==> src/sv/ccdeg_pkg.sv <==
// ----------------------------------------------------------------------------
// ccdeg_pkg
// Shared types, widths and the fixed 3x3 event grade table.
// ----------------------------------------------------------------------------
package ccdeg_pkg;

  // Field widths.
  localparam int unsigned PhW    = 16;
  localparam int unsigned SumW   = 20;
  localparam int unsigned GradeW = 3;
  localparam int unsigned CountW = 4;
  localparam int unsigned RawW   = 4;
  localparam int unsigned NbrN   = 8;

  // Split threshold after reset.
  localparam logic signed [PhW-1:0] SplitThrReset = 16'sd40;

  // Raw table codes that need special handling, and the reported grade.
  localparam logic [RawW-1:0]   RAW_SQUARE   = 4'd6;
  localparam logic [RawW-1:0]   RAW_L_SHAPE  = 4'd8;
  localparam logic [GradeW-1:0] GRADE_L_OR_SQ = 3'd6;

  // Nine pulse heights: index 0 is the center, 1..8 the neighbours in
  // raster order (upper-left, upper, upper-right, left, right, lower-left,
  // lower, lower-right).
  typedef logic [8:0][PhW-1:0] ph_vec_t;

  // Classification result handed from the classifier to the summer.
  // Bit k of pattern is set when neighbour k+1 is at or above threshold.
  typedef struct packed {
    logic [NbrN-1:0]   pattern;
    logic              square;
    logic [GradeW-1:0] grade;
  } class_t;

  // Raw grade codes indexed by the 8-bit split pattern.
  localparam logic [RawW-1:0] GRADE_TABLE [256] = '{
    4'd0,4'd1,4'd2,4'd5,4'd1,4'd1,4'd5,4'd7,4'd3,4'd5,4'd8,4'd6,4'd3,4'd5,4'd7,4'd7,
    4'd4,4'd4,4'd8,4'd7,4'd5,4'd5,4'd6,4'd7,4'd7,4'd7,4'd7,4'd7,4'd7,4'd7,4'd7,4'd7,
    4'd1,4'd1,4'd2,4'd5,4'd1,4'd1,4'd5,4'd7,4'd5,4'd7,4'd7,4'd7,4'd5,4'd7,4'd7,4'd7,
    4'd4,4'd4,4'd8,4'd7,4'd5,4'd5,4'd6,4'd7,4'd7,4'd7,4'd7,4'd7,4'd7,4'd7,4'd7,4'd7,
    4'd2,4'd2,4'd7,4'd7,4'd2,4'd2,4'd7,4'd7,4'd8,4'd7,4'd7,4'd7,4'd8,4'd7,4'd7,4'd7,
    4'd8,4'd8,4'd7,4'd7,4'd7,4'd7,4'd7,4'd7,4'd7,4'd7,4'd7,4'd7,4'd7,4'd7,4'd7,4'd7,
    4'd5,4'd5,4'd7,4'd7,4'd5,4'd5,4'd7,4'd7,4'd6,4'd7,4'd7,4'd7,4'd6,4'd7,4'd7,4'd7,
    4'd7,4'd7,4'd7,4'd7,4'd7,4'd7,4'd7,4'd7,4'd7,4'd7,4'd7,4'd7,4'd7,4'd7,4'd7,4'd7,
    4'd1,4'd1,4'd2,4'd5,4'd1,4'd1,4'd5,4'd7,4'd3,4'd5,4'd8,4'd6,4'd3,4'd5,4'd7,4'd7,
    4'd5,4'd5,4'd7,4'd7,4'd7,4'd7,4'd7,4'd7,4'd7,4'd7,4'd7,4'd7,4'd7,4'd7,4'd7,4'd7,
    4'd1,4'd1,4'd2,4'd5,4'd1,4'd1,4'd5,4'd7,4'd5,4'd7,4'd7,4'd7,4'd5,4'd7,4'd7,4'd7,
    4'd5,4'd5,4'd7,4'd7,4'd7,4'd7,4'd7,4'd7,4'd7,4'd7,4'd7,4'd7,4'd7,4'd7,4'd7,4'd7,
    4'd5,4'd5,4'd7,4'd7,4'd5,4'd5,4'd7,4'd7,4'd7,4'd7,4'd7,4'd7,4'd7,4'd7,4'd7,4'd7,
    4'd6,4'd6,4'd7,4'd7,4'd7,4'd7,4'd7,4'd7,4'd7,4'd7,4'd7,4'd7,4'd7,4'd7,4'd7,4'd7,
    4'd7,4'd7,4'd7,4'd7,4'd7,4'd7,4'd7,4'd7,4'd7,4'd7,4'd7,4'd7,4'd7,4'd7,4'd7,4'd7,
    4'd7,4'd7,4'd7,4'd7,4'd7,4'd7,4'd7,4'd7,4'd7,4'd7,4'd7,4'd7,4'd7,4'd7,4'd7,4'd7
  };

endpackage

==> src/sv/ccdeg_classify.sv <==
// ----------------------------------------------------------------------------
// ccdeg_classify
// Compares the eight neighbours with the split threshold and looks up the
// event grade in the fixed table.
// ----------------------------------------------------------------------------
module ccdeg_classify (
  input  ccdeg_pkg::ph_vec_t               px_i,
  input  logic signed [ccdeg_pkg::PhW-1:0] thr_i,
  output ccdeg_pkg::class_t                cls_o
);
  import ccdeg_pkg::*;

  logic [NbrN-1:0] pattern;
  logic [RawW-1:0] raw;

  // One split bit per neighbour.
  always_comb begin
    for (int k = 0; k < NbrN; k++) begin
      pattern[k] = $signed(px_i[k+1]) >= thr_i;
    end
  end

  assign raw = GRADE_TABLE[pattern];

  // The L shape is reported with the square grade but adds no corners.
  always_comb begin
    cls_o.pattern = pattern;
    cls_o.square  = (raw == RAW_SQUARE);
    if (raw == RAW_L_SHAPE) begin
      cls_o.grade = GRADE_L_OR_SQ;
    end else begin
      cls_o.grade = raw[GradeW-1:0];
    end
  end

endmodule

==> src/sv/ccdeg_sum.sv <==
// ----------------------------------------------------------------------------
// ccdeg_sum
// Selects the pixels that belong to the event and adds up their pulse
// heights and their count.
// ----------------------------------------------------------------------------
module ccdeg_sum (
  input  ccdeg_pkg::ph_vec_t                px_i,
  input  ccdeg_pkg::class_t                 cls_i,
  output logic signed [ccdeg_pkg::SumW-1:0] sum_o,
  output logic [ccdeg_pkg::CountW-1:0]      count_o
);
  import ccdeg_pkg::*;

  logic [NbrN-1:0]        p;
  logic [NbrN-1:0]        incl;
  logic signed [SumW-1:0] term [NbrN+1];

  assign p = cls_i.pattern;

  // Sides count whenever split; a corner only in a square event with both
  // adjacent sides split.
  always_comb begin
    incl    = '0;
    incl[1] = p[1];
    incl[3] = p[3];
    incl[4] = p[4];
    incl[6] = p[6];
    incl[0] = cls_i.square & p[0] & p[1] & p[3];
    incl[2] = cls_i.square & p[2] & p[1] & p[4];
    incl[5] = cls_i.square & p[5] & p[3] & p[6];
    incl[7] = cls_i.square & p[7] & p[4] & p[6];
  end

  // Masked sign-extended terms; the center is always included.
  always_comb begin
    term[0] = SumW'($signed(px_i[0]));
    for (int k = 0; k < NbrN; k++) begin
      term[k+1] = incl[k] ? SumW'($signed(px_i[k+1])) : '0;
    end
  end

  // Balanced adder tree over the nine terms.
  assign sum_o = ((term[0] + term[1]) + (term[2] + term[3])) +
                 ((term[4] + term[5]) + (term[6] + term[7])) + term[8];

  // Pixel count: the center plus every included neighbour.
  always_comb begin
    logic [CountW-1:0] cnt;
    cnt = CountW'(1);
    for (int k = 0; k < NbrN; k++) begin
      if (incl[k]) begin
        cnt = cnt + CountW'(1);
      end
    end
    count_o = cnt;
  end

endmodule

==> src/sv/ccd_event_grade_classifier.sv <==
// ----------------------------------------------------------------------------
// ccd_event_grade_classifier
// 3x3 CCD event grading with summed pulse height and pixel count.
// ----------------------------------------------------------------------------
// One neighbourhood is taken in every clock cycle: busy is never asserted.
// The result is registered after the input register and appears on the
// cycle in which done_o is high, and is valid for that cycle only; the
// receiver cannot hold it off. The path runs through the input register
// and the result register, with the threshold compare, table lookup and
// nine-way adder in between. Write the split threshold only while no
// neighbourhood is in flight.
module ccd_event_grade_classifier (
  input  logic                                 clk_i,
  input  logic                                 rst_ni,
  input  logic                                 start,
  output logic                                 busy,
  input  logic                                 cfg_we_i,
  input  logic signed [ccdeg_pkg::PhW-1:0]     cfg_wdata_i,
  input  logic signed [ccdeg_pkg::PhW-1:0]     center_ph_i,
  input  logic signed [ccdeg_pkg::PhW-1:0]     ph_upper_left_i,
  input  logic signed [ccdeg_pkg::PhW-1:0]     ph_upper_i,
  input  logic signed [ccdeg_pkg::PhW-1:0]     ph_upper_right_i,
  input  logic signed [ccdeg_pkg::PhW-1:0]     ph_left_i,
  input  logic signed [ccdeg_pkg::PhW-1:0]     ph_right_i,
  input  logic signed [ccdeg_pkg::PhW-1:0]     ph_lower_left_i,
  input  logic signed [ccdeg_pkg::PhW-1:0]     ph_lower_i,
  input  logic signed [ccdeg_pkg::PhW-1:0]     ph_lower_right_i,
  output logic                                 done_o,
  output logic [ccdeg_pkg::GradeW-1:0]         grade_o,
  output logic signed [ccdeg_pkg::SumW-1:0]    sum_ph_o,
  output logic [ccdeg_pkg::CountW-1:0]         pixel_count_o
);
  import ccdeg_pkg::*;

  logic signed [PhW-1:0]  thr_q;
  logic                   in_vld_q;
  ph_vec_t                px_q;
  ph_vec_t                px_d;
  class_t                 cls;
  logic signed [SumW-1:0] sum;
  logic [CountW-1:0]      cnt;
  logic                   accept;

  // The pipeline never stalls.
  assign busy   = 1'b0;
  assign accept = start & ~busy;

  // Split threshold register.
  always_ff @(posedge clk_i or negedge rst_ni) begin
    if (!rst_ni) begin
      thr_q <= SplitThrReset;
    end else if (cfg_we_i) begin
      thr_q <= cfg_wdata_i;
    end
  end

  // Input register.
  assign px_d = {ph_lower_right_i, ph_lower_i, ph_lower_left_i, ph_right_i,
                 ph_left_i, ph_upper_right_i, ph_upper_i, ph_upper_left_i,
                 center_ph_i};

  always_ff @(posedge clk_i or negedge rst_ni) begin
    if (!rst_ni) begin
      in_vld_q <= 1'b0;
    end else begin
      in_vld_q <= accept;
    end
  end

  always_ff @(posedge clk_i) begin
    if (accept) begin
      px_q <= px_d;
    end
  end

  ccdeg_classify u_classify (
    .px_i  (px_q),
    .thr_i (thr_q),
    .cls_o (cls)
  );

  ccdeg_sum u_sum (
    .px_i    (px_q),
    .cls_i   (cls),
    .sum_o   (sum),
    .count_o (cnt)
  );

  // Result register with its one-cycle strobe.
  always_ff @(posedge clk_i or negedge rst_ni) begin
    if (!rst_ni) begin
      done_o <= 1'b0;
    end else begin
      done_o <= in_vld_q;
    end
  end

  always_ff @(posedge clk_i) begin
    if (in_vld_q) begin
      grade_o       <= cls.grade;
      sum_ph_o      <= sum;
      pixel_count_o <= cnt;
    end
  end

  // Every start transfer gives a result strobe on done_o.
  a_latency: assert property (@(posedge clk_i) disable iff (!rst_ni)
    accept |-> ##2 done_o)
    else $error("result strobe missing after start transfer");

  // The center is always counted and at most nine pixels are.
  a_count_range: assert property (@(posedge clk_i) disable iff (!rst_ni)
    done_o |-> (pixel_count_o >= CountW'(1)) && (pixel_count_o <= CountW'(9)))
    else $error("pixel count out of range");

  // Corners are added only in square events.
  a_corner_grade: assert property (@(posedge clk_i) disable iff (!rst_ni)
    done_o && (grade_o != GRADE_L_OR_SQ) |-> pixel_count_o <= CountW'(5))
    else $error("corner pixels counted outside a square event");

  // A single-pixel event counts the center alone.
  a_single: assert property (@(posedge clk_i) disable iff (!rst_ni)
    done_o && (grade_o == GradeW'(0)) |-> pixel_count_o == CountW'(1))
    else $error("single event with extra pixels");

endmodule
==> config.mk <==
export PLATFORM = sky130hd
export DESIGN_NAME = ccd_event_grade_classifier
export DESIGN_NICKNAME = d
export VERILOG_FILES = /design/src/sv/ccdeg_pkg.sv /design/src/sv/ccdeg_classify.sv /design/src/sv/ccdeg_sum.sv /design/src/sv/ccd_event_grade_classifier.sv
export SDC_FILE = /design/constraint.sdc
export NUM_CORES = 1
export LEC_CHECK = 0
export ABC_CLOCK_PERIOD_IN_PS = 11250
export BUFFER_PORTS_ARGS = -buffer_cell sky130_fd_sc_hd__clkbuf_2
export CORE_ASPECT_RATIO = 0.75
export CORE_MARGIN = 10
export CORE_UTILIZATION = 50
export CTS_CLUSTER_DIAMETER = 50
export DETAILED_ROUTE_END_ITERATION = 8
export PLACE_DENSITY = 0.78
export SLEW_MARGIN = 20
export SYNTH_ARGS = -nofsm -noshare
export SYNTH_HDL_FRONTEND = slang
export SYNTH_SLANG_ARGS = --single-unit
export TNS_END_PERCENT = 30
==> constraint.sdc <==
create_clock -name clk_i -period 11.25 [get_ports clk_i]
set_input_delay 2.25 -clock clk_i [delete_from_list [all_inputs] [get_ports clk_i]]
set_output_delay 2.25 -clock clk_i [all_outputs]
set_load 0.005 [all_outputs]
==> impl_results.html, run 1 <==
<table>
<tr><th>Metric</th><th>Value</th></tr>
<tr><th colspan="2">Route</th></tr>
<tr><td>Number of iterations in the first detailed-routing pass</td><td>5</td></tr>
<tr><td>Wirelength per Cell</td><td>22.1 um</td></tr>
<tr><td>Detailed-route wire length</td><td>39,400 um</td></tr>
<tr><td>Via density per instance</td><td>5.60</td></tr>
<tr><td>Total met3 wirelength after detailed routing</td><td>roughly 3400 um</td></tr>
<tr><td>Met1 Routed Length</td><td>17,300 um</td></tr>
<tr><td>Number of nets with antenna violations after detailed routing</td><td>0</td></tr>
<tr><td>DRT iter0 DRCs</td><td>800</td></tr>
<tr><td>Total length of routed met2 wires</td><td>17,700 um</td></tr>
<tr><td>Total number of vias</td><td>9,984</td></tr>
<tr><td>DRC errors left</td><td>0</td></tr>
<tr><td>Highest routed layer</td><td>met4</td></tr>
<tr><th colspan="2">Synth</th></tr>
<tr><td>Top-area cell type share of the netlist area</td><td>37.1%</td></tr>
<tr><td>Yosys warns</td><td>0</td></tr>
<tr><td>Post-synth EDFFs</td><td>171</td></tr>
<tr><td>Combined area of all synthesized cells</td><td>0.0138 mm^2</td></tr>
<tr><td>Number of distinct library cells after synthesis</td><td>76</td></tr>
<tr><td>Top cells by instance count after synthesis</td><td>sky130_fd_sc_hd__inv_1 (184), sky130_fd_sc_hd__edfxtp_1 (171), sky130_fd_sc_hd__nand2_1 (164)</td></tr>
<tr><td>Largest cells by area after synthesis</td><td>sky130_fd_sc_hd__edfxtp_1 (37%), sky130_fd_sc_hd__fa_1 (17%), sky130_fd_sc_hd__ha_1 (14%)</td></tr>
<tr><td>Number of cells produced by synthesis</td><td>1,218</td></tr>
<tr><td>Prevailing post-synth register cell</td><td>sky130_fd_sc_hd__edfxtp_1</td></tr>
<tr><td>Net count after synthesis</td><td>1,657</td></tr>
<tr><td>Share of flip-flops with an asynchronous set or reset after synthesis</td><td>about a tenth</td></tr>
<tr><td>Mean Syn Cell Area</td><td>11.4 um^2</td></tr>
<tr><td>Most numerous cell in the Yosys netlist</td><td>sky130_fd_sc_hd__inv_1</td></tr>
<tr><td>Part of the Yosys area used for sequential elements</td><td>40.4%</td></tr>
<tr><td>Total of flip-flops plus latches after synthesis</td><td>189</td></tr>
<tr><td>Most area-hungry cell type in the Yosys netlist</td><td>sky130_fd_sc_hd__edfxtp_1</td></tr>
<tr><th colspan="2">Setup path</th></tr>
<tr><td>Stage delay of the slowest cell on the critical path</td><td>around 0.59 ns</td></tr>
<tr><td>Crit path kind</td><td>reg2reg</td></tr>
<tr><td>Cells on worst reg2reg path</td><td>42</td></tr>
<tr><td>Launch instance of the worst register-to-register path</td><td>thr_q[15]</td></tr>
<tr><td>Crit path max-delay cell type</td><td>sky130_fd_sc_hd__or4_1</td></tr>
<tr><td>Critical register-to-register path endpoint</td><td>sum_ph_o[18]</td></tr>
<tr><td>Critical Path Source</td><td>thr_q[15]</td></tr>
<tr><td>Kind of start point of the critical path</td><td>flip-flop</td></tr>
<tr><td>Crit-path most repeated cell</td><td>sky130_fd_sc_hd__inv_1</td></tr>
<tr><td>Capturing element type of the critical path</td><td>flip-flop</td></tr>
<tr><td>Arrival time at the worst endpoint</td><td>10.75 ns</td></tr>
<tr><td>Slack of the worst reg-to-reg path</td><td>~0.74 ns</td></tr>
<tr><td>Critical path endpoint</td><td>sum_ph_o[18]</td></tr>
<tr><td>Required time of the worst setup path</td><td>11.49 ns</td></tr>
<tr><td>Max FO, Critical Path</td><td>18</td></tr>
<tr><th colspan="2">CTS</th></tr>
<tr><td>Clock latency of the later-clocked register in the worst-skew pair</td><td>0.46 ns</td></tr>
<tr><td>Post-cts sizing count</td><td>0</td></tr>
<tr><td>Number of hold buffers added after cts</td><td>0</td></tr>
<tr><td>Post-CTS setup-driven buffer insertion count</td><td>0</td></tr>
<tr><td>CTS Buffer Depth</td><td>2</td></tr>
<tr><td>H-tree levels</td><td>4</td></tr>
<tr><td>Clk sink count</td><td>189</td></tr>
<tr><td>Register clock-pin slew on the reported worst setup and hold paths</td><td>0.08 ns</td></tr>
<tr><td>Clock root buffer</td><td>sky130_fd_sc_hd__clkbuf_16</td></tr>
<tr><td>Clock tree from TritonCTS</td><td>yes</td></tr>
<tr><td>Number of buffers added by the clock tree synthesis step</td><td>17</td></tr>
<tr><th colspan="2">Placed design</th></tr>
<tr><td>Final weighted congestion in routability-driven placement</td><td>0.959</td></tr>
<tr><td>Pre-CTS worst setup slack</td><td>about 0.64 ns</td></tr>
<tr><td>Placed wire-length estimate</td><td>31,300 um</td></tr>
<tr><td>Number of buffers inserted by port buffering</td><td>191</td></tr>
<tr><th colspan="2">STA</th></tr>
<tr><td>Worst clock skew</td><td>0.0198 ns</td></tr>
<tr><td>Final setup viols</td><td>0</td></tr>
<tr><td>Normalized max-slew margin</td><td>between 30 and 40%</td></tr>
<tr><td>WHS</td><td>0.726 ns</td></tr>
<tr><td>Smallest setup slack after layout</td><td>0.743 ns</td></tr>
<tr><td>Number of hold-slack violations in the final timing report</td><td>0</td></tr>
<tr><td>Setup TNS</td><td>0 ns</td></tr>
<tr><td>Max Fclk</td><td>95.2 MHz</td></tr>
<tr><td>Fin crit share</td><td>roughly 93%</td></tr>
<tr><td>Clock period minus worst slack</td><td>10.51 ns</td></tr>
<tr><td>Unrepaired setup endpoints after global routing</td><td>no</td></tr>
<tr><td>Total count of max-transition violations in the final report</td><td>0</td></tr>
<tr><td>Slew of the pin with the lowest slew margin</td><td>~1 ns</td></tr>
<tr><th colspan="2">Pwr</th></tr>
<tr><td>Total power</td><td>4.12 mW</td></tr>
<tr><td>Static leakage</td><td>roughly 7 nW</td></tr>
<tr><td>Pwr Density</td><td>260 mW/mm^2</td></tr>
<tr><td>Maximum ir drop on the vdd rail</td><td>between 0.15 and 0.2 mV</td></tr>
<tr><th colspan="2">Floorplanning</th></tr>
<tr><td>Area of the die</td><td>0.0348 mm^2</td></tr>
<tr><td># rows</td><td>52</td></tr>
<tr><td>Starting Density</td><td>51.0%</td></tr>
<tr><td>Vertical die dimension</td><td>164 um</td></tr>
<tr><td>I/O pins</td><td>193</td></tr>
<tr><td>Core footprint</td><td>0.0271 mm^2</td></tr>
<tr><td>Horizontal die dimension</td><td>212 um</td></tr>
<tr><th colspan="2">Hold path</th></tr>
<tr><td>Worst hold-check path type</td><td>reg2reg</td></tr>
<tr><td>Number of stages on the worst hold path</td><td>2</td></tr>
<tr><th colspan="2">GRT</th></tr>
<tr><td>Number of antenna violations at the first check in global routing</td><td>1</td></tr>
<tr><td>Vias in the first global route</td><td>10.3k</td></tr>
<tr><td>Maximum number of pins on one net before global-route repair</td><td>84</td></tr>
<tr><td>GRT Util Overall</td><td>23.0%</td></tr>
<tr><td>Leftover overflow at the end of global routing</td><td>0</td></tr>
<tr><td>Wire length of the first global-routing pass</td><td>60,000 um</td></tr>
<tr><th colspan="2">Final layout</th></tr>
<tr><td>Fraction of final layout cells with drive strength greater than 1</td><td>between 10% and 20%</td></tr>
<tr><td>Number of fillers in the final layout</td><td>2,267</td></tr>
<tr><td>Layout-stage area growth over the synthesis result</td><td>14.5%</td></tr>
<tr><td>Count of nets after finishing</td><td>around 1.9k</td></tr>
<tr><td>Fraction of the core area covered by cells at the end of the flow</td><td>58.4%</td></tr>
<tr><th colspan="2">Outcome</th></tr>
<tr><td>Result of the run</td><td>completed</td></tr>
<tr><th colspan="2">Flow run</th></tr>
<tr><td>Max-capacitance violation count</td><td>0</td></tr>
</table>
-- power breakdown --
part	total, mW	switching (mW)	internal (mW)
clock network	0.601	0.290	0.311
registers	1.05	0.0612	0.992
logic	2.46	1.43	1.03
total	4.12	1.78	2.34
-- area by class of cell --
type                    instances  area (um^2)  share of cell area, %
flip-flops and latches        189         5590                   35.3
multi-input cells             816         7450                   47.1
repair buffers                208         1090                   6.88
diodes                          1         2.50                 0.0158
clock inverters                13          131                  0.829
clock buffers                  19          433                   2.73
inverters                     187          702                   4.43
well taps                     351          439                   2.77
-- how the worst min path moves through the flow --
| stage | startpoint | endpoint | slack (ns) |
|---|---|---|---|
| global route | thr_q[15] | thr_q[15] | 0.75 |
| CTS | thr_q[15] | thr_q[15] | 0.73 |
| global placement | thr_q[14] | thr_q[14] | 0.69 |
| finish | thr_q[15] | thr_q[15] | 0.73 |
| floorplan | thr_q[10] | thr_q[10] | 0.61 |
| detailed placement | thr_q[15] | thr_q[15] | 0.71 |
-- registers in the layout (all words and copies together), names as in the netlist --
| register | count |
|---|---|
| done_o | 1 |
| grade_o | 3 |
| in_vld_q | 1 |
| pixel_count_o | 4 |
| px_q | 144 |
| sum_ph_o | 20 |
| thr_q | 16 |
-- cell usage in the layout, fill, tap and decap left out, drive strengths merged, types with 5 or more instances in the layout --
cell type and count:
clkbuf 209, inv 192, edfxtp 171, nand2 164, ha 160, fa 115, a21oi 51, o21ai 46
nor2 30, nand3 26, a21o 18, nand4 18, buf 18, xnor2 17, dfrtp 16, nor3 16
and2 15, nor2b 11, mux2i 11, a21boi 10, mux2 9, a211oi 8, nor4 8, o211ai 7
nand2b 7, a211o 6, o21bai 6, a31oi 5, or4 5
-- cells by family after synthesis --
logic type | after synthesis | synth area share [%]
AOI/OAI and AO/OA | 185 | 8.61
xor gates and xnor gates | 22 | 1.49
adders and majority gates | 275 | 31.1
buffers and inverters | 213 | 5.93
DFF | 189 | 40.4
muxes | 20 | 1.58
other | 1 | 0.0271
and+or+nand+nor | 313 | 10.8
-- per-layer routing --
metal / track usage (%) / vias to the layer above
met1: 32.1 / 4866
met4: 7.04 / 0
met3: 5.58 / 63
li1: - / 4607
met2: 34.7 / 448
met5: 0 / -
-- stage by stage --
step	area (um^2)	cells
2_1_floorplan	13800	1218
3_3_place_gp	15300	1751
3_5_place_dp	15300	1751
4_1_cts	15800	1783
5_1_grt	15800	1783
6_report	15800	1784
-- worst max-delay path, delay by kind of cell, from the launching register on --
family	cells	cell delay (ns)
fa+ha+maj	8	3.04
simple gates	6	1.45
mux	3	0.74
buf+inv	7	0.97
flops	1	0.37
compound gates	18	3.72
No activity file was read; power rests on OpenSTA's default activity.
==> run 2: changes to the inputs <==
--- a/config.mk
+++ b/config.mk
@@ -6,5 +6,5 @@
 export NUM_CORES = 1
 export LEC_CHECK = 0
-export ABC_CLOCK_PERIOD_IN_PS = 11250
+export ABC_CLOCK_PERIOD_IN_PS = 12900
 export BUFFER_PORTS_ARGS = -buffer_cell sky130_fd_sc_hd__clkbuf_2
 export CORE_ASPECT_RATIO = 0.75
==> constraint.sdc (replaced) <==
create_clock -name clk_i -period 12.9 [get_ports clk_i]
set_input_delay 2.58 -clock clk_i [delete_from_list [all_inputs] [get_ports clk_i]]
set_output_delay 2.58 -clock clk_i [all_outputs]
set_load 0.02 [all_outputs]
==> run 2 against run 1 <==
- non-clock buffer count shrank 8
- first-iteration DRC count shrank 3.1%
- core utilization down 0.26 points
- combinational power decreased by 12%
- highest routed layer unchanged
- global-route usage up 0.31 points
- worst setup slack better by 1.1 ns
- total power shrank 12%
==> impl_results.html, run 2 (synthesis gave the netlist of run 1 again) <==
<table>
<tr><th>Metric</th><th>Value</th></tr>
<tr><th colspan="2">Outcome</th></tr>
<tr><td>Result of the run</td><td>completed (unchanged)</td></tr>
<tr><th colspan="2">GRT</th></tr>
<tr><td>Wire length of the first global-routing pass</td><td>60,700 um (was 60,000 um)</td></tr>
<tr><td>Vias in the first global route</td><td>10.6k (was 10.3k)</td></tr>
<tr><td>Number of antenna violations at the first check in global routing</td><td>1 (unchanged)</td></tr>
<tr><td>Maximum number of pins on one net before global-route repair</td><td>82 (was 84)</td></tr>
<tr><td>GRT Util Overall</td><td>23.3% (was 23.0%)</td></tr>
<tr><td>Leftover overflow at the end of global routing</td><td>0 (unchanged)</td></tr>
<tr><th colspan="2">Route</th></tr>
<tr><td>Highest routed layer</td><td>met4 (unchanged)</td></tr>
<tr><td>DRT iter0 DRCs</td><td>775 (was 800)</td></tr>
<tr><td>Total length of routed met2 wires</td><td>17,700 um (about the same)</td></tr>
<tr><td>Number of iterations in the first detailed-routing pass</td><td>5 (unchanged)</td></tr>
<tr><td>DRC errors left</td><td>0 (unchanged)</td></tr>
<tr><td>Met1 Routed Length</td><td>17,100 um (was 17,300 um)</td></tr>
<tr><td>Wirelength per Cell</td><td>22.0 um (was 22.1 um)</td></tr>
<tr><td>Total met3 wirelength after detailed routing</td><td>3740 um (was 3430 um)</td></tr>
<tr><td>Total number of vias</td><td>10.0k (was 9,984)</td></tr>
<tr><td>Number of nets with antenna violations after detailed routing</td><td>0 (unchanged)</td></tr>
<tr><td>Detailed-route wire length</td><td>39,100 um (was 39,400 um)</td></tr>
<tr><td>Via density per instance</td><td>5.66 (was 5.60)</td></tr>
<tr><th colspan="2">Setup path</th></tr>
<tr><td>Number of gates on the worst path with buffers counted</td><td>40 (was 42)</td></tr>
<tr><td>Cells on worst reg2reg path</td><td>40 (was 42)</td></tr>
<tr><td>Crit path max-delay cell type</td><td>sky130_fd_sc_hd__mux2_2 (was sky130_fd_sc_hd__or4_1)</td></tr>
<tr><td>Critical path endpoint</td><td>sum_ph_o[18] (unchanged)</td></tr>
<tr><td>Crit path kind</td><td>reg2reg (unchanged)</td></tr>
<tr><td>Family with the most delay on the worst path</td><td>compound AO/OA/AOI/OAI gates (unchanged)</td></tr>
<tr><td>Stage delay of the slowest cell on the critical path</td><td>0.69 ns (was 0.59 ns)</td></tr>
<tr><td>Required time of the worst setup path</td><td>13.17 ns (was 11.49 ns)</td></tr>
<tr><td>Capturing element type of the critical path</td><td>flip-flop (unchanged)</td></tr>
<tr><td>Slack of the worst reg-to-reg path</td><td>1.85 ns (was 0.74 ns)</td></tr>
<tr><td>Count of buffering cells on the critical path with inverters included</td><td>5 (was 7)</td></tr>
<tr><td>Arrival time at the worst endpoint</td><td>11.32 ns (was 10.75 ns)</td></tr>
<tr><td>Launch instance of the worst register-to-register path</td><td>thr_q[1] (was thr_q[15])</td></tr>
<tr><td>Max FO, Critical Path</td><td>29 (was 18)</td></tr>
<tr><td>Kind of start point of the critical path</td><td>flip-flop (unchanged)</td></tr>
<tr><td>Critical register-to-register path endpoint</td><td>sum_ph_o[18] (unchanged)</td></tr>
<tr><td>Critical Path Source</td><td>thr_q[1] (was thr_q[15])</td></tr>
<tr><th colspan="2">CTS</th></tr>
<tr><td>Post-cts sizing count</td><td>0 (unchanged)</td></tr>
<tr><td>Clock tree from TritonCTS</td><td>yes (unchanged)</td></tr>
<tr><td>Register clock-pin slew on the reported worst setup and hold paths</td><td>0.08 ns (about the same)</td></tr>
<tr><td>Post-CTS setup-driven buffer insertion count</td><td>0 (unchanged)</td></tr>
<tr><td>Clk sink count</td><td>189 (unchanged)</td></tr>
<tr><td>Number of hold buffers added after cts</td><td>0 (unchanged)</td></tr>
<tr><td>H-tree levels</td><td>4 (unchanged)</td></tr>
<tr><td>Number of buffers added by the clock tree synthesis step</td><td>17 (unchanged)</td></tr>
<tr><td>CTS Buffer Depth</td><td>2 (unchanged)</td></tr>
<tr><td>Clock latency of the later-clocked register in the worst-skew pair</td><td>0.47 ns (was 0.46 ns)</td></tr>
<tr><td>Clock root buffer</td><td>sky130_fd_sc_hd__clkbuf_16 (unchanged)</td></tr>
<tr><th colspan="2">Final layout</th></tr>
<tr><td>Leading cell type in the layout, fill and taps excluded</td><td>sky130_fd_sc_hd__clkbuf_2 (unchanged)</td></tr>
<tr><td>Top register by number of flip-flops</td><td>px_q (unchanged)</td></tr>
<tr><td>Highest-count cells in the layout ignoring fill and taps</td><td>sky130_fd_sc_hd__clkbuf_2 (190), sky130_fd_sc_hd__inv_1 (184), sky130_fd_sc_hd__edfxtp_1 (171) (unchanged)</td></tr>
<tr><td>ANT cells</td><td>0 (was 1)</td></tr>
<tr><td>Fraction of the core area covered by cells at the end of the flow</td><td>58.1% (was 58.4%)</td></tr>
<tr><td>Fraction of final layout cells with drive strength greater than 1</td><td>18.3% (was 18.7%)</td></tr>
<tr><td>Total area of sequential cells</td><td>0.00559 mm^2 (unchanged)</td></tr>
<tr><td>Post-layout instance area</td><td>0.0158 mm^2 (about the same)</td></tr>
<tr><td>Multi-input combinational cell area</td><td>0.00744 mm^2 (was 0.00745 mm^2)</td></tr>
<tr><td>Count of nets after finishing</td><td>1,850 (was 1,858)</td></tr>
<tr><td>Largest regs</td><td>px_q: 144 flops, sum_ph_o: 20 flops, thr_q: 16 flops (unchanged)</td></tr>
<tr><td>Number of fillers in the final layout</td><td>2,250 (was 2,267)</td></tr>
<tr><td>Layout-stage area growth over the synthesis result</td><td>14.0% (was 14.5%)</td></tr>
<tr><td>Flip-flop count of the largest register, all copies and words added</td><td>144 (unchanged)</td></tr>
<tr><th colspan="2">STA</th></tr>
<tr><td>Slew of the pin with the lowest slew margin</td><td>0.988 ns (was 1.01 ns)</td></tr>
<tr><td>Max Fclk</td><td>90.5 MHz (was 95.2 MHz)</td></tr>
<tr><td>Final setup viols</td><td>0 (unchanged)</td></tr>
<tr><td>Unrepaired setup endpoints after global routing</td><td>no (unchanged)</td></tr>
<tr><td>Setup TNS</td><td>0 ns (unchanged)</td></tr>
<tr><td>Clock period minus worst slack</td><td>11.05 ns (was 10.51 ns)</td></tr>
<tr><td>Number of hold-slack violations in the final timing report</td><td>0 (unchanged)</td></tr>
<tr><td>Fin crit share</td><td>85.7% (was 93.4%)</td></tr>
<tr><td>Worst clock skew</td><td>0.0149 ns (was 0.0198 ns)</td></tr>
<tr><td>Normalized max-slew margin</td><td>34.1% (was 32.9%)</td></tr>
<tr><td>Total count of max-transition violations in the final report</td><td>0 (unchanged)</td></tr>
<tr><th colspan="2">Floorplanning</th></tr>
<tr><td>Starting Density</td><td>51.0% (unchanged)</td></tr>
<tr><td>Area of the die</td><td>0.0348 mm^2 (unchanged)</td></tr>
<tr><td># rows</td><td>52 (unchanged)</td></tr>
<tr><td>Horizontal die dimension</td><td>212 um (unchanged)</td></tr>
<tr><td>I/O pins</td><td>193 (unchanged)</td></tr>
<tr><td>Vertical die dimension</td><td>164 um (unchanged)</td></tr>
<tr><td>Core footprint</td><td>0.0271 mm^2 (unchanged)</td></tr>
<tr><th colspan="2">Pwr</th></tr>
<tr><td>Maximum ir drop on the vdd rail</td><td>0.158 mV (was 0.160 mV)</td></tr>
<tr><td>Static leakage</td><td>7.09 nW (was 7.12 nW)</td></tr>
<tr><td>Pwr Density</td><td>229 mW/mm^2 (was 260 mW/mm^2)</td></tr>
<tr><th colspan="2">Placed design</th></tr>
<tr><td>Placed wire-length estimate</td><td>31,200 um (was 31,300 um)</td></tr>
<tr><td>Number of buffers inserted by port buffering</td><td>191 (unchanged)</td></tr>
<tr><td>Final weighted congestion in routability-driven placement</td><td>0.950 (was 0.959)</td></tr>
<tr><td>Standard cell area after detailed placement</td><td>0.0152 mm^2 (was 0.0153 mm^2)</td></tr>
<tr><th colspan="2">Flow run</th></tr>
<tr><td>Max-capacitance violation count</td><td>0 (unchanged)</td></tr>
<tr><th colspan="2">Hold path</th></tr>
<tr><td>Worst hold-check path type</td><td>reg2reg (unchanged)</td></tr>
</table>
==> run 2: cell count changes in the layout (fill, tap and decap cells not counted), moves of 2 or more <==
cell	previous run	this run
sky130_fd_sc_hd__clkbuf_1	2	0
sky130_fd_sc_hd__buf_4	17	9
sky130_fd_sc_hd__a21boi_0	7	9
sky130_fd_sc_hd__clkinv_8	0	2
sky130_fd_sc_hd__a21boi_1	3	1
sky130_fd_sc_hd__inv_8	2	4
==> run 2: stage by stage <==
stage	worst slack [ns]	instances	hold WS, ns	power [mW]
after floorplan	3.55	1218	0.611	2.51
after detailed placement	2.01	1743	0.706	3.04
after global routing	0.825	1775	0.776	3.97
after CTS	1.96	1775	0.726	3.61
after global placement	2.37	1743	0.689	2.98
final	1.85	1775	0.730	3.62
==> run 2: layout make-up <==
cell class	count	area share (%)
well taps	351	2.78
inverters	187	4.45
repair buffers	200	6.53
clock buffers	17	2.70
flip-flops and latches	189	35.4
multi-input cells	816	47.2
clock inverters	15	0.944
==> run 2: how the worst min path moves through the flow <==
stage | to | depth (start not counted) | startpoint | slack, ns
floorplan | thr_q[10] | 2 | thr_q[10] | 0.61
global route | thr_q[12] | 2 | thr_q[12] | 0.78
global placement | thr_q[12] | 2 | thr_q[12] | 0.69
finish | thr_q[15] | 2 | thr_q[15] | 0.73
detailed placement | thr_q[12] | 2 | thr_q[12] | 0.71
CTS | thr_q[11] | 2 | thr_q[11] | 0.73
==> run 2: worst reg2reg max path: cells and delay by family, from the launching register on <==
family                   cells  cell delay (ns)
AO/OA/AOI/OAI               18             3.85
adder cells (fa/ha/maj)      8             3.06
AND/OR/NAND/NOR              6             1.68
multiplexers                 3             1.07
buffers and inverters        5             0.84
flip-flops                   1             0.36
==> run 2: metal layers <==
metal,vias to the layer above,GRT usage (%)
met5,-,0
met4,0,5.77
met3,40,6.11
met2,463,36.3
met1,4952,31.8
li1,4588,-
==> run 2: power by group <==
group          internal [mW]  switching (mW)
Sequential             0.865          0.0539
Combinational          0.892            1.28
Clock                  0.257           0.269
==> run 3: changes to the inputs <==
BUFFER_PORTS_ARGS = unset   (was -buffer_cell sky130_fd_sc_hd__clkbuf_2)
DONT_BUFFER_PORTS = 1   (was unset)
PLACE_DENSITY = 0.72   (was 0.78)
RECOVER_POWER = 50   (was unset)
==> run 3 against run 2 <==
- total power fell by 1.2%
- first-iteration DRC count grew 3.0%
- clock power grew 6.3%
- critical path depth shrank 1
- worst hold slack worse by 0.0054 ns
- combinational power down 6%
- sequential power rose by 7.1%
- global-route usage is 0.64 points lower
- non-clock buffer count down 193
==> impl_results.html, run 3 (synthesis gave the netlist of run 1 again) <==
<table>
<tr><th>Metric</th><th>Value</th></tr>
<tr><th colspan="2">Outcome</th></tr>
<tr><td>Result of the run</td><td>completed (unchanged)</td></tr>
<tr><th colspan="2">Route</th></tr>
<tr><td>Detailed-route wire length</td><td>38,100 um (was 39,100 um)</td></tr>
<tr><td>Total number of vias</td><td>9,190 (was 10.0k)</td></tr>
<tr><td>Wirelength per Cell</td><td>24.0 um (was 22.0 um)</td></tr>
<tr><td>Number of nets with antenna violations after detailed routing</td><td>0 (unchanged)</td></tr>
<tr><td>DRC errors left</td><td>0 (unchanged)</td></tr>
<tr><td>DRT iter0 DRCs</td><td>798 (was 775)</td></tr>
<tr><td>Via density per instance</td><td>5.79 (was 5.66)</td></tr>
<tr><td>Number of iterations in the first detailed-routing pass</td><td>5 (unchanged)</td></tr>
<tr><th colspan="2">STA</th></tr>
<tr><td>Worst clock skew</td><td>0.0163 ns (was 0.0149 ns)</td></tr>
<tr><td>Setup TNS</td><td>0 ns (unchanged)</td></tr>
<tr><td>Smallest setup slack after layout</td><td>1.56 ns (was 1.85 ns)</td></tr>
<tr><td>Final setup viols</td><td>0 (unchanged)</td></tr>
<tr><td>Max Fclk</td><td>88.2 MHz (was 90.5 MHz)</td></tr>
<tr><td>Unrepaired setup endpoints after global routing</td><td>no (unchanged)</td></tr>
<tr><td>Fin crit share</td><td>87.9% (was 85.7%)</td></tr>
<tr><td>Clock period minus worst slack</td><td>11.34 ns (was 11.05 ns)</td></tr>
<tr><td>Number of hold-slack violations in the final timing report</td><td>0 (unchanged)</td></tr>
<tr><td>Slew of the pin with the lowest slew margin</td><td>1.49 ns (was 0.988 ns)</td></tr>
<tr><td>Normalized max-slew margin</td><td>0.957% (was 34.1%)</td></tr>
<tr><td>Total count of max-transition violations in the final report</td><td>0 (unchanged)</td></tr>
<tr><td>WHS</td><td>0.725 ns (was 0.730 ns)</td></tr>
<tr><th colspan="2">CTS</th></tr>
<tr><td>Clock latency of the later-clocked register in the worst-skew pair</td><td>0.47 ns (about the same)</td></tr>
<tr><td>Post-cts sizing count</td><td>0 (unchanged)</td></tr>
<tr><td>Clock root buffer</td><td>sky130_fd_sc_hd__clkbuf_16 (unchanged)</td></tr>
<tr><td>Clk sink count</td><td>189 (unchanged)</td></tr>
<tr><td>Number of hold buffers added after cts</td><td>0 (unchanged)</td></tr>
<tr><td>Number of buffers added by the clock tree synthesis step</td><td>17 (unchanged)</td></tr>
<tr><td>CTS Buffer Depth</td><td>2 (unchanged)</td></tr>
<tr><td>Post-CTS setup-driven buffer insertion count</td><td>0 (unchanged)</td></tr>
<tr><td>H-tree levels</td><td>4 (unchanged)</td></tr>
<tr><td>Clock tree from TritonCTS</td><td>yes (unchanged)</td></tr>
<tr><td>Register clock-pin slew on the reported worst setup and hold paths</td><td>0.08 ns (about the same)</td></tr>
<tr><th colspan="2">Placed design</th></tr>
<tr><td>Number of cells in the design after placement</td><td>1,550 (was 1,743)</td></tr>
<tr><td>Placed wire-length estimate</td><td>30,200 um (was 31,200 um)</td></tr>
<tr><td>Number of buffers inserted by port buffering</td><td>0 (was 191)</td></tr>
<tr><td>Final weighted congestion in routability-driven placement</td><td>0.945 (was 0.950)</td></tr>
<tr><td>Pre-CTS worst setup slack</td><td>1.85 ns (was 2.01 ns)</td></tr>
<tr><td>Standard cell area after detailed placement</td><td>0.0142 mm^2 (was 0.0152 mm^2)</td></tr>
<tr><th colspan="2">Setup path</th></tr>
<tr><td>Crit path max-delay cell type</td><td>sky130_fd_sc_hd__nor3_2 (was sky130_fd_sc_hd__mux2_2)</td></tr>
<tr><td>Max FO, Critical Path</td><td>29 (unchanged)</td></tr>
<tr><td>Critical register-to-register path endpoint</td><td>sum_ph_o[18] (unchanged)</td></tr>
<tr><td>Critical Path Source</td><td>thr_q[5] (was thr_q[1])</td></tr>
<tr><td>Arrival time at the worst endpoint</td><td>11.59 ns (was 11.32 ns)</td></tr>
<tr><td>Capturing element type of the critical path</td><td>flip-flop (unchanged)</td></tr>
<tr><td>Slack of the worst reg-to-reg path</td><td>1.56 ns (was 1.85 ns)</td></tr>
<tr><td>Required time of the worst setup path</td><td>13.15 ns (was 13.17 ns)</td></tr>
<tr><td>Cells on worst reg2reg path</td><td>39 (was 40)</td></tr>
<tr><td>Launch instance of the worst register-to-register path</td><td>thr_q[5] (was thr_q[1])</td></tr>
<tr><td>Crit path kind</td><td>reg2reg (unchanged)</td></tr>
<tr><td>Critical path endpoint</td><td>sum_ph_o[18] (unchanged)</td></tr>
<tr><td>Stage delay of the slowest cell on the critical path</td><td>0.74 ns (was 0.69 ns)</td></tr>
<tr><td>Kind of start point of the critical path</td><td>flip-flop (unchanged)</td></tr>
<tr><th colspan="2">Final layout</th></tr>
<tr><td>Filler-free cell count of the finished design</td><td>1,586 (was 1,775)</td></tr>
<tr><td>Leading cell type in the layout, fill and taps excluded</td><td>sky130_fd_sc_hd__inv_1 (was sky130_fd_sc_hd__clkbuf_2)</td></tr>
<tr><td>Layout-stage area growth over the synthesis result</td><td>7.40% (was 14.0%)</td></tr>
<tr><td>Largest regs</td><td>px_q: 144 flops, sum_ph_o: 20 flops, thr_q: 16 flops (unchanged)</td></tr>
<tr><td>Count of nets after finishing</td><td>1,657 (was 1,850)</td></tr>
<tr><td>Flip-flop count of the largest register, all copies and words added</td><td>144 (unchanged)</td></tr>
<tr><td>Post-layout instance area</td><td>0.0149 mm^2 (was 0.0158 mm^2)</td></tr>
<tr><td>Top register by number of flip-flops</td><td>px_q (unchanged)</td></tr>
<tr><td>Highest-count cells in the layout ignoring fill and taps</td><td>sky130_fd_sc_hd__inv_1 (184), sky130_fd_sc_hd__edfxtp_1 (171), sky130_fd_sc_hd__nand2_1 (164) (was sky130_fd_sc_hd__clkbuf_2 (190), sky130_fd_sc_hd__inv_1 (184), sky130_fd_sc_hd__edfxtp_1 (171))</td></tr>
<tr><td>Total area of sequential cells</td><td>0.00559 mm^2 (unchanged)</td></tr>
<tr><td>Multi-input combinational cell area</td><td>0.00744 mm^2 (unchanged)</td></tr>
<tr><td>Number of fillers in the final layout</td><td>2,281 (was 2,250)</td></tr>
<tr><td>Fraction of the core area covered by cells at the end of the flow</td><td>54.8% (was 58.1%)</td></tr>
<tr><td>Fraction of final layout cells with drive strength greater than 1</td><td>5.52% (was 18.3%)</td></tr>
<tr><th colspan="2">Floorplanning</th></tr>
<tr><td>Area of the die</td><td>0.0348 mm^2 (unchanged)</td></tr>
<tr><td>Horizontal die dimension</td><td>212 um (unchanged)</td></tr>
<tr><td>Core footprint</td><td>0.0271 mm^2 (unchanged)</td></tr>
<tr><td>Starting Density</td><td>51.0% (unchanged)</td></tr>
<tr><td>Vertical die dimension</td><td>164 um (unchanged)</td></tr>
<tr><td># rows</td><td>52 (unchanged)</td></tr>
<tr><td>I/O pins</td><td>193 (unchanged)</td></tr>
<tr><th colspan="2">GRT</th></tr>
<tr><td>Number of antenna violations at the first check in global routing</td><td>2 (was 1)</td></tr>
<tr><td>GRT Util Overall</td><td>22.7% (was 23.3%)</td></tr>
<tr><td>Leftover overflow at the end of global routing</td><td>0 (unchanged)</td></tr>
<tr><td>Wire length of the first global-routing pass</td><td>58,100 um (was 60,700 um)</td></tr>
<tr><td>Maximum number of pins on one net before global-route repair</td><td>146 (was 82)</td></tr>
<tr><td>Vias in the first global route</td><td>9,706 (was 10.6k)</td></tr>
<tr><th colspan="2">Pwr</th></tr>
<tr><td>Static leakage</td><td>6.31 nW (was 7.09 nW)</td></tr>
<tr><td>Total power</td><td>3.57 mW (was 3.62 mW)</td></tr>
<tr><td>Maximum ir drop on the vdd rail</td><td>0.165 mV (was 0.158 mV)</td></tr>
<tr><td>Pwr Density</td><td>240 mW/mm^2 (was 229 mW/mm^2)</td></tr>
<tr><th colspan="2">Flow run</th></tr>
<tr><td>Max-capacitance violation count</td><td>0 (unchanged)</td></tr>
<tr><th colspan="2">Hold path</th></tr>
<tr><td>Worst hold-check path type</td><td>reg2reg (unchanged)</td></tr>
</table>
run 3: cell count changes in the layout (fill, tap and decap cells not counted):
cell / delta
sky130_fd_sc_hd__clkbuf_2: -190
sky130_fd_sc_hd__clkinv_8: +1
sky130_fd_sc_hd__clkinv_2: +1
sky130_fd_sc_hd__buf_6: -1
sky130_fd_sc_hd__clkinvlp_4: -1
sky130_fd_sc_hd__bufinv_16: +2
sky130_fd_sc_hd__inv_6: -2
sky130_fd_sc_hd__diode_2: +4
sky130_fd_sc_hd__clkinv_1: -1
sky130_fd_sc_hd__buf_4: -2
run 3: metal layers:
metal  share of wire, %  up-vias  global-route usage (%)
met5                  0        -                       0
met2                 45      386                    34.6
met3                8.8       60                    6.46
met1                 44     4529                    30.6
li1                   -     4215                       -
met4                2.3        0                    7.30
run 3: worst min path at each step:
stage / from / to / slack [ns] / cells after the start
global route: thr_q[15] / thr_q[15] / 0.78 / 2
finish: thr_q[11] / thr_q[11] / 0.72 / 2
floorplan: thr_q[10] / thr_q[10] / 0.61 / 2
detailed placement: thr_q[11] / thr_q[11] / 0.70 / 2
CTS: thr_q[11] / thr_q[11] / 0.72 / 2
global placement: thr_q[11] / thr_q[11] / 0.68 / 2
run 3: report_power, final:
group	leakage, nW	switching [mW]	total, mW	internal (mW)
sequential	1.88	0.116	0.984	0.869
clock	0.304	0.262	0.559	0.297
combinational	4.12	1.18	2.03	0.849
total	6.31	1.56	3.57	2.01
run 3: area by class of cell:
cell class                      instances  area share [%]
Antenna cell                            4          0.0674
Clock buffer                           17            2.86
Clock inverter                         15            1.36
Inverter                              187            4.73
Multi-Input combinational cell        816            50.1
Sequential cell                       189            37.6
Tap cell                              351            2.96
Timing Repair Buffer                    7           0.354
run 3: critical path: cells and delay by family (launching register included):
family                     cells  cell delay, ns
and+or+nand+nor                6            1.60
buffers and inverters          5            0.67
adders and majority gates      8            3.06
muxes                          3            1.12
AOI/OAI and AO/OA             17            4.09
DFF                            1            0.52
